`src/hw/rtl/xkc_pkg.sv`:
```
// Types and constants of the keystream byte cipher.
// Used by the channel interfaces, the top level and the checker.
package xkc_pkg;

  typedef enum logic {
    OP_KEYX = 1'b0,
    OP_DATA = 1'b1
  } opcode_e;

  localparam logic [31:0] RDR_KEY_RESET = 32'h1424_3444;
  localparam logic [31:0] READER_MIX0   = 32'h0549_1333;
  localparam logic [31:0] HOST_MIX1     = 32'h1F12_3BB5;
  localparam logic [31:0] READER_MIX2   = 32'h159A_55E5;
  localparam logic [31:0] HOST_MIX3     = 32'h075B_CD15;

  typedef struct packed {
    opcode_e     opcode;
    logic [31:0] host_word;
    logic [7:0]  data_in;
    logic        start_of_message;
  } req_t;

  typedef struct packed {
    logic [7:0]  data_out;
    logic [31:0] key_reply;
    logic        was_keyed;
  } rsp_t;

endpackage

```
`src/hw/rtl/xkc_if.sv`:
```
// Valid/ready channel interfaces for request and result items.
// Depends on xkc_pkg for the payload types.
interface xkc_req_if;
  logic          valid;
  logic          ready;
  xkc_pkg::req_t payload;

  modport source (output valid, output payload, input ready);
  modport sink (input valid, input payload, output ready);
endinterface

interface xkc_rsp_if;
  logic          valid;
  logic          ready;
  xkc_pkg::rsp_t payload;

  modport source (output valid, output payload, input ready);
  modport sink (input valid, input payload, output ready);
endinterface

```
`src/hw/rtl/xorshift_keystream_byte_cipher_unit.sv`:
```
// Top level of the keystream byte cipher: input register, cipher step, result register.
// Depends on xkc_pkg and the channel interfaces in xkc_if.sv.
//
//  channel  direction  contents
//  in_i     sink       opcode, host_word, data_in, start_of_message
//  out_o    source     data_out, key_reply, was_keyed
//  cfg      write      reader key word (cfg_we_i, cfg_wdata_i)
//
// Each item is held in the input register and then sits in the result register.
// One item per cycle is accepted while the output is taken.
// The key state update and the xorshift step are done combinationally between the registers.
// A stalled output holds its item; the input register fills once and then drops ready.
// Reset clears the key state, the byte phase, the keyed flag and both valid flags.
module xorshift_keystream_byte_cipher_unit (
  input  logic        clk_i,
  input  logic        rst_ni,
  xkc_req_if.sink     in_i,
  xkc_rsp_if.source   out_o,
  input  logic        cfg_we_i,
  input  logic [31:0] cfg_wdata_i
);
  import xkc_pkg::*;

  function automatic logic [31:0] xs_next(input logic [31:0] w0, input logic [31:0] w3);
    logic [31:0] t;
    t = w3 ^ (w3 << 11);
    return w0 ^ (w0 >> 19) ^ t ^ (t >> 8);
  endfunction

  logic [31:0] rdr_key_q;
  logic        in_vld_q;
  req_t        req_q;
  logic        out_vld_q;
  rsp_t        rsp_q, rsp_d;
  logic [31:0] kw_q [4];
  logic [31:0] kw_d [4];
  logic [1:0]  phase_q, phase_d, phase_eff;
  logic        keyed_q, keyed_d;
  logic        out_free, step;
  logic [31:0] kw0_use;
  logic [7:0]  ks_byte;

  assign out_free    = !out_vld_q || out_o.ready;
  assign step        = in_vld_q && out_free;
  assign in_i.ready  = !in_vld_q || out_free;
  assign out_o.valid = out_vld_q;
  assign out_o.payload = rsp_q;

  always_comb begin
    kw_d      = kw_q;
    phase_d   = phase_q;
    keyed_d   = keyed_q;
    phase_eff = req_q.start_of_message ? 2'd0 : phase_q;
    kw0_use   = (phase_eff == 2'd0) ? xs_next(kw_q[0], kw_q[3]) : kw_q[0];
    case (phase_eff)
      2'd0:    ks_byte = kw0_use[31:24];
      2'd1:    ks_byte = kw0_use[23:16];
      2'd2:    ks_byte = kw0_use[15:8];
      default: ks_byte = kw0_use[7:0];
    endcase
    rsp_d = '0;
    if (req_q.opcode == OP_KEYX) begin
      kw_d[0] = rdr_key_q ^ READER_MIX0;
      kw_d[1] = req_q.host_word ^ HOST_MIX1;
      kw_d[2] = rdr_key_q ^ READER_MIX2;
      kw_d[3] = req_q.host_word ^ HOST_MIX3;
      keyed_d = 1'b1;
      phase_d = 2'd0;
      rsp_d.key_reply = rdr_key_q;
      rsp_d.was_keyed = 1'b1;
    end else if (!keyed_q) begin
      phase_d = phase_eff;
      rsp_d.data_out = req_q.data_in;
    end else begin
      if (phase_eff == 2'd0) begin
        kw_d[0] = kw0_use;
        kw_d[1] = kw_q[0];
        kw_d[2] = kw_q[1];
        kw_d[3] = kw_q[2];
      end
      phase_d = phase_eff + 2'd1;
      rsp_d.data_out  = req_q.data_in ^ ks_byte;
      rsp_d.was_keyed = 1'b1;
    end
  end

  always_ff @(posedge clk_i or negedge rst_ni) begin
    if (!rst_ni) begin
      rdr_key_q <= RDR_KEY_RESET;
      in_vld_q  <= 1'b0;
      out_vld_q <= 1'b0;
      kw_q      <= '{default: '0};
      phase_q   <= 2'd0;
      keyed_q   <= 1'b0;
    end else begin
      if (cfg_we_i) begin
        rdr_key_q <= cfg_wdata_i;
      end
      if (in_i.ready) begin
        in_vld_q <= in_i.valid;
      end
      if (out_free) begin
        out_vld_q <= in_vld_q;
      end
      if (step) begin
        kw_q    <= kw_d;
        phase_q <= phase_d;
        keyed_q <= keyed_d;
      end
    end
  end

  always_ff @(posedge clk_i) begin
    if (in_i.valid && in_i.ready) begin
      req_q <= in_i.payload;
    end
    if (step) begin
      rsp_q <= rsp_d;
    end
  end

endmodule

```
`src/flat_wrapper.sv`:
```
// flat-port wrapper written by rule: the top's interface ports become plain ports
module xorshift_keystream_byte_cipher_unit_flat import xkc_pkg::*;
  (clk_i, rst_ni, cfg_we_i, cfg_wdata_i, in_i_valid, in_i_payload, in_i_ready, out_o_valid, out_o_payload, out_o_ready);
  xkc_req_if in_i_i ();
  xkc_rsp_if out_o_i ();
  input  logic clk_i;
  input  logic rst_ni;
  input  logic cfg_we_i;
  input  logic [31:0] cfg_wdata_i;
  input wire logic [$bits(in_i_i.valid)-1:0] in_i_valid;
  input wire logic [$bits(in_i_i.payload)-1:0] in_i_payload;
  output wire logic [$bits(in_i_i.ready)-1:0] in_i_ready;
  output wire logic [$bits(out_o_i.valid)-1:0] out_o_valid;
  output wire logic [$bits(out_o_i.payload)-1:0] out_o_payload;
  input wire logic [$bits(out_o_i.ready)-1:0] out_o_ready;
  assign in_i_i.valid = in_i_valid;
  assign in_i_i.payload = in_i_payload;
  assign in_i_ready = in_i_i.ready;
  assign out_o_valid = out_o_i.valid;
  assign out_o_payload = out_o_i.payload;
  assign out_o_i.ready = out_o_ready;
  xorshift_keystream_byte_cipher_unit u_core (.clk_i(clk_i), .rst_ni(rst_ni), .in_i(in_i_i), .out_o(out_o_i), .cfg_we_i(cfg_we_i), .cfg_wdata_i(cfg_wdata_i));
endmodule
```
`config.mk`:
```
export PLATFORM = sky130hd
export DESIGN_NAME = xorshift_keystream_byte_cipher_unit_flat
export DESIGN_NICKNAME = d
export VERILOG_FILES = /design/src/hw/rtl/xkc_pkg.sv /design/src/hw/rtl/xkc_if.sv /design/src/hw/rtl/xorshift_keystream_byte_cipher_unit.sv /design/src/flat_wrapper.sv
export SDC_FILE = /design/constraint.sdc
export NUM_CORES = 1
export LEC_CHECK = 0
export BUFFER_PORTS_ARGS = -buffer_cell sky130_fd_sc_hd__clkbuf_2
export CORE_MARGIN = 10
export CORE_UTILIZATION = 47
export DETAILED_ROUTE_END_ITERATION = 10
export GPL_ROUTABILITY_DRIVEN = 0
export HOLD_SLACK_MARGIN = 0.06
export PLACE_DENSITY = 0.78
export SYNTH_ARGS = -nofsm -noshare
export SYNTH_HDL_FRONTEND = slang
export SYNTH_SLANG_ARGS = --single-unit
export TNS_END_PERCENT = 5
```
`constraint.sdc`:
```
create_clock -name clk_i -period 2.6 [get_ports clk_i]
set_input_delay 0.13 -clock clk_i [delete_from_list [all_inputs] [get_ports clk_i]]
set_output_delay 0.13 -clock clk_i [all_outputs]
set_load 0.01 [all_outputs]
```
-- Word level (Yosys, flattened, before mapping)
Cells that the tools add are included.
Widths: inputs -> output; s select.
- flip-flop bits (word level): 248
- logic and storage cells: 50
- add/sub/neg operators: 1
- equality and inequality tests: 4
- muxes and demuxes: 10
- bitwise operators: 10
- reduce and logical (&&, ||, !) cells: 9
- operator list (cell ; count):
    $mux 128 ; 3
    $xor 32x32->32 ; 2
    $mux 32 ; 1
    $not 16->16 ; 2
    $xor 32x13->32 ; 1
    $xor 32x24->32 ; 1
    $pmux 8 s3 ; 1
    $not 17->17 ; 1
    $not 12->12 ; 1
    $mux 8 ; 1
    $xor 8x8->8 ; 1
    $mux 2 ; 3
    $ne 2x2->1 const B ; 2
    $reduce_and 3->1 ; 1
    $add 2x1->2 const B ; 1
    $eq 2x1->1 const B ; 1
    $eq 2x2->1 const B ; 1
    $logic_and 1x1->1 ; 2
    $logic_not 1->1 ; 2
    $logic_not 2->1 ; 1
    $logic_or 1x1->1 ; 2
    $reduce_and 2->1 ; 1
    $mux 1 ; 1
    $not 1->1 ; 1

-- Depth between registers and ports, before layout
- word-level depth: 7
- depth in mapped cells: 10
- gate-level depth less buffers: 9

-- Worst setup path before layout
OpenSTA, ideal clock, no wires.
- path kind: register -> register
- start point: register u_core.req_q[0] (netlist name)
- end point: register u_core.rsp_q, in the netlist u_core.out_o.payload[37], data pin
- setup time: 0.272 ns
- arrival time: 2.198 ns
- data required time: 2.328 ns
- slack: 0.129 ns
- cell stages (with the launch flop): 8
- cells stage by stage: edfxtp_1 nand2b_1 ha_1 clkinv_1 nor3b_2 mux2_4 and4_1 or4_4
- longest elaborated chain between the ends: 6
- elaborated cells between the ends (all ways): 8
- RTL lines (element ; line ; text):
    start, declared ; xorshift_keystream_byte_cipher_unit.sv:32 ; req_t req_q;
    start signal, assigned ; xorshift_keystream_byte_cipher_unit.sv:115 ; req_q <= in_i.payload;
    $mux 2 (*) ; xorshift_keystream_byte_cipher_unit.sv:53 ; phase_eff = req_q.start_of_message ? 2'd0 : phase_q;
    $logic_not 2->1 ; xorshift_keystream_byte_cipher_unit.sv:54, xorshift_keystream_byte_cipher_unit.sv:55 ;
    $mux 32 ; xorshift_keystream_byte_cipher_unit.sv:54 ; kw0_use = (phase_eff == 2'd0) ? xs_next(kw_q[0], kw_q[3]) : kw_q[0];
    $pmux 8 s3 (*) ; xorshift_keystream_byte_cipher_unit.sv:55 ; case (phase_eff)
    $xor 8x8->8 (*) ; xorshift_keystream_byte_cipher_unit.sv:82 ; rsp_d.data_out = req_q.data_in ^ ks_byte;
    $mux 8 (*) ; xorshift_keystream_byte_cipher_unit.sv:71 ; end else if (!keyed_q) begin
    end signal, assigned ; xorshift_keystream_byte_cipher_unit.sv:118 ; rsp_q <= rsp_d;
    end, declared ; xorshift_keystream_byte_cipher_unit.sv:34 ; rsp_t rsp_q, rsp_d;
Every way passes the cells marked *; elsewhere a longest branch is shown, timed or not.
A chain may end at the register's enable or synchronous reset.

-- Worst setup path after layout
- start point: register u_core.kw_q[12] (netlist name)
- end point: register u_core.rsp_q, in the netlist u_core.out_o.payload[37], data pin
- longest elaborated chain between the ends: 7
- RTL lines (element ; line ; text):
    start, declared ; xorshift_keystream_byte_cipher_unit.sv:35 ; logic [31:0] kw_q [4];
    start signal, assigned ; xorshift_keystream_byte_cipher_unit.sv:106 ; kw_q <= kw_d;
    $xor 32x32->32 (*) ; xorshift_keystream_byte_cipher_unit.sv:26 ; t = w3 ^ (w3 << 11);
    $xor 32x32->32 ; xorshift_keystream_byte_cipher_unit.sv:27 ; return w0 ^ (w0 >> 19) ^ t ^ (t >> 8);
    $xor 32x24->32 (*) ; xorshift_keystream_byte_cipher_unit.sv:27 ;
    $mux 32 (*) ; xorshift_keystream_byte_cipher_unit.sv:54 ;
    $pmux 8 s3 (*) ; xorshift_keystream_byte_cipher_unit.sv:55 ;
    $xor 8x8->8 (*) ; xorshift_keystream_byte_cipher_unit.sv:82 ;
    $mux 8 (*) ; xorshift_keystream_byte_cipher_unit.sv:71 ;
Marks and branches as above.

==> impl_metrics.tcl <==
set metrics [dict create \
    start_kind "flop" \
    wl_per_cell_um 18.9 \
    ys_seq_area_frac 0.581 \
    synth_area_um2 11400 \
    cp.required_ns 2.87 \
    setup_viol 0 \
    startpoint "u_core.kw_q[12]" \
    async_reset_ff_frac 0.665 \
    clock_skew_ns 0.0149 \
    dieArea_um2 30900 \
    die_h_um 176 \
    cp-end-kind "flop" \
    num_antenna_cells 0 \
    cp_num_buf_inv 0 \
    reg2regPathDepth 6 \
    hold_class "input pin to flop" \
    synth_edf_count 83 \
    n_fill_cell 1938 \
    postSynthNetCount 1158 \
    cpMaxStageDelayCell "or4_4" \
    clk_pin_slew_ns 0.06 \
    rr_startpoint "u_core.kw_q[12]" \
    slew_viol_final 0 \
    syn2layout_area_growth_pct 25.4 \
    synth_top_area_frac 0.342 \
    stdcell_count 1610 \
    cts_buffers 27 \
    grt_pass1_wl_um 48500 \
    drt-total-wl_um 30400 \
    ys_seq_elements 248 \
    clk_path_buf_depth 3 \
    fp.coreArea_um2 23700 \
    nNetsFinal 1353 \
    cap_violations 0 \
    p_leak_nw 6.01 \
    ant_nets 0 \
    irDropWorstVdd_mv 0.607 \
    root_buffer "clkbuf_16" \
    report.final.hold_viol_count 0 \
    cellPowerDensity_nw_per_um2 1020 \
    power_mw 14.7 \
    drive_gt1_frac 0.203 \
    yosysTopAreaCell "dfrtp_1" \
    timing.rr.end "u_core.out_o.payload[37]" \
    critPathTopFamily "simple AND/OR/NAND/NOR gates" \
    rows 56 \
    whs_ns 0.194 \
    clock_sinks 248 \
    initialDrtViolationCount 901 \
    critPathMaxFanout 4 \
    vias 8867 \
    cts_tree "done" \
    rrSetupSlack_ns 0.05 \
    ys.flop_type "dfrtp_1" \
    crit_path_end "u_core.out_o.payload[37]" \
    dpl.hpwl_um 20500 \
    grt_max_degree 123 \
    yosysWarnings 0 \
    fin_crit_sh 0.980 \
    die_width_um 176 \
    io_pins 122 \
    outcome "finished clean" \
    drc_errors 0 \
    stdcell_area_um2 14300 \
    slowest_delay_ns 0.49 \
    critPathArrivalTime_ns 2.82 \
    clk_latency_ns 0.54 \
    relSlewSlack 0.480 \
    grt_pass1_vias 8893 \
    period_minus_slack_ns 2.55 \
    tightest_slew_ns 0.780 \
    drt_pass1_iterations 6 \
    syn_inst 1075 \
    viasPerCell 5.51 \
    ff_latch_area_um2 6630 \
    max_freq_mhz 392 \
    placed_cells 1482 \
    crit_type "flop to flop" \
    grt_overflow 0 \
    multi_input_area_um2 4480 \
    portBuffers 121 \
    crit_chain "xnor3_1 -> nand2_1 -> nor3b_2 -> mux2_4 -> and4_1 -> or4_4" \
    dpl-instance-area_um2 12600 \
    whs_path_depth 4 \
    syn_area_per_cell_um2 10.6 \
    final_util 0.604 \
    synth_cell_types 54 \
    ys_top_cells_by_area "dfrtp_1 (34%), edfxtp_1 (22%), a21oi_1 (5.4%)" \
    crit_cells 6 \
    start_util 0.482 \
    cts_max_level 1 \
    grt_usage 0.193 \
    grt_antenna_before_repair 0 \
]
-- synth_stat cells (3+ instances only) --
cell       number
a21oi_1       124
a221oi_1        6
a22o_1          3
a311oi_1        7
a31oi_1        10
a41o_1          3
a41oi_1         6
and2_1          4
buf_1           9
clkbuf_1       55
dfrtp_1       156
dfstp_2         9
edfxtp_1       83
ha_1            4
inv_1          13
mux2_2         38
mux2i_1        12
nand2_1       157
nand2b_1       18
nand3b_1        3
nor2_1         71
nor2b_1        45
o21ai_0       101
o22a_1          7
o22ai_1        14
o2bb2ai_1       4
o31ai_1        13
xnor2_1        43
xor2_1         25
-- stage by stage --
step | setup TNS (ns) | setup slack, ns
6_report | 0 | 0.0513
5_1_grt | -0.0417 | -0.0417
4_1_cts | 0 | 0.0205
3_5_place_dp | 0 | 0.0363
3_3_place_gp | 0 | 0.0632
2_1_floorplan | 0 | 0.129
-- flip-flops by register name (all words and copies together) (netlist names) --
register and flops:
u_core.kw_q 128, u_core.rdr_key_q 32, u_core.req_q 42, u_core.out_o.valid 1, u_core.out_o.payload 41, u_core.phase_q 2, u_core.keyed_q 1, u_core.in_vld_q 1
-- worst min-delay path, delay by kind of cell --
kind	cells	cell delay, ns
AOI/OAI and AO/OA	1	0.07
buffers and inverters	2	0.36
and+or+nand+nor	1	0.11
-- cell type report --
type                       count  area share
clock buffer                  39      0.0568
clock inverter                11     0.00927
inverter                      15     0.00420
multi-input combinational    744       0.313
sequential                   248       0.464
tap                          319      0.0279
timing repair buffer         234       0.125
-- cell families (layout without fill, tap and decap cells) --
family                     Yosys count  count (layout)  synth area share
and+or+nand+nor                    310             310             0.122
AOI/OAI and AO/OA                  307             307             0.155
DFF                                248             248             0.581
buffers and inverters               83             299            0.0291
xor gates and xnor gates            72              72            0.0591
muxes                               51              51            0.0494
adders and majority gates            4               4           0.00439
-- repair_timing --
item                                   CTS  global route
gates resized for setup                  0             4
setup endpoints to repair                0             1
endpoints found under the hold margin  146             0
setup buffers                            0             0
hold buffers                            78             0
-- worst min path at each step --
stage | startpoint | end | slack (ns)
final | cfg_we_i | u_core.rdr_key_q[0] | 0.19
after floorplan | rst_ni | u_core.in_vld_q | -0.17
after global placement | rst_ni | u_core.rdr_key_q[24] | 0.24
after CTS | cfg_we_i | u_core.rdr_key_q[0] | 0.17
after detailed placement | rst_ni | u_core.rdr_key_q[22] | 0.24
after global routing | cfg_we_i | u_core.rdr_key_q[0] | 0.25
-- cell usage in the layout, fill, tap and decap left out, drive strengths merged, types with 2 or more instances in the layout --
| cell type | count |
|---|---|
| a211oi | 2 |
| a21oi | 124 |
| a221oi | 6 |
| a22o | 3 |
| a311oi | 7 |
| a31oi | 10 |
| a41o | 3 |
| a41oi | 6 |
| and2 | 4 |
| and4 | 2 |
| buf | 36 |
| bufinv | 3 |
| clkbuf | 159 |
| clkinv | 8 |
| dfrtp | 156 |
| dfstp | 9 |
| dlygate4sd3 | 78 |
| edfxtp | 83 |
| ha | 4 |
| inv | 14 |
| mux2 | 39 |
| mux2i | 12 |
| nand2 | 157 |
| nand2b | 18 |
| nand3b | 3 |
| nor2 | 72 |
| nor2b | 45 |
| nor3 | 2 |
| o21ai | 101 |
| o22a | 7 |
| o22ai | 14 |
| o2bb2ai | 4 |
| o31ai | 13 |
| or2 | 2 |
| xnor2 | 43 |
| xor2 | 27 |
-- per-layer routing --
layer  share of wire  global-route usage
met2            0.48               0.320
met3           0.068              0.0347
met5               0                   0
met4           0.026              0.0512
met1            0.42               0.254
-- report_power, final --
part | leakage, nW | internal, mW | total (mW) | switching (mW)
Combinational | 2.77 | 2.12 | 4.73 | 2.60
Sequential | 2.78 | 4.98 | 5.89 | 0.902
Clock | 0.471 | 2.47 | 4.04 | 1.57
Total | 6.01 | 9.57 | 14.7 | 5.08
Power figures use the tool's default switching activity.
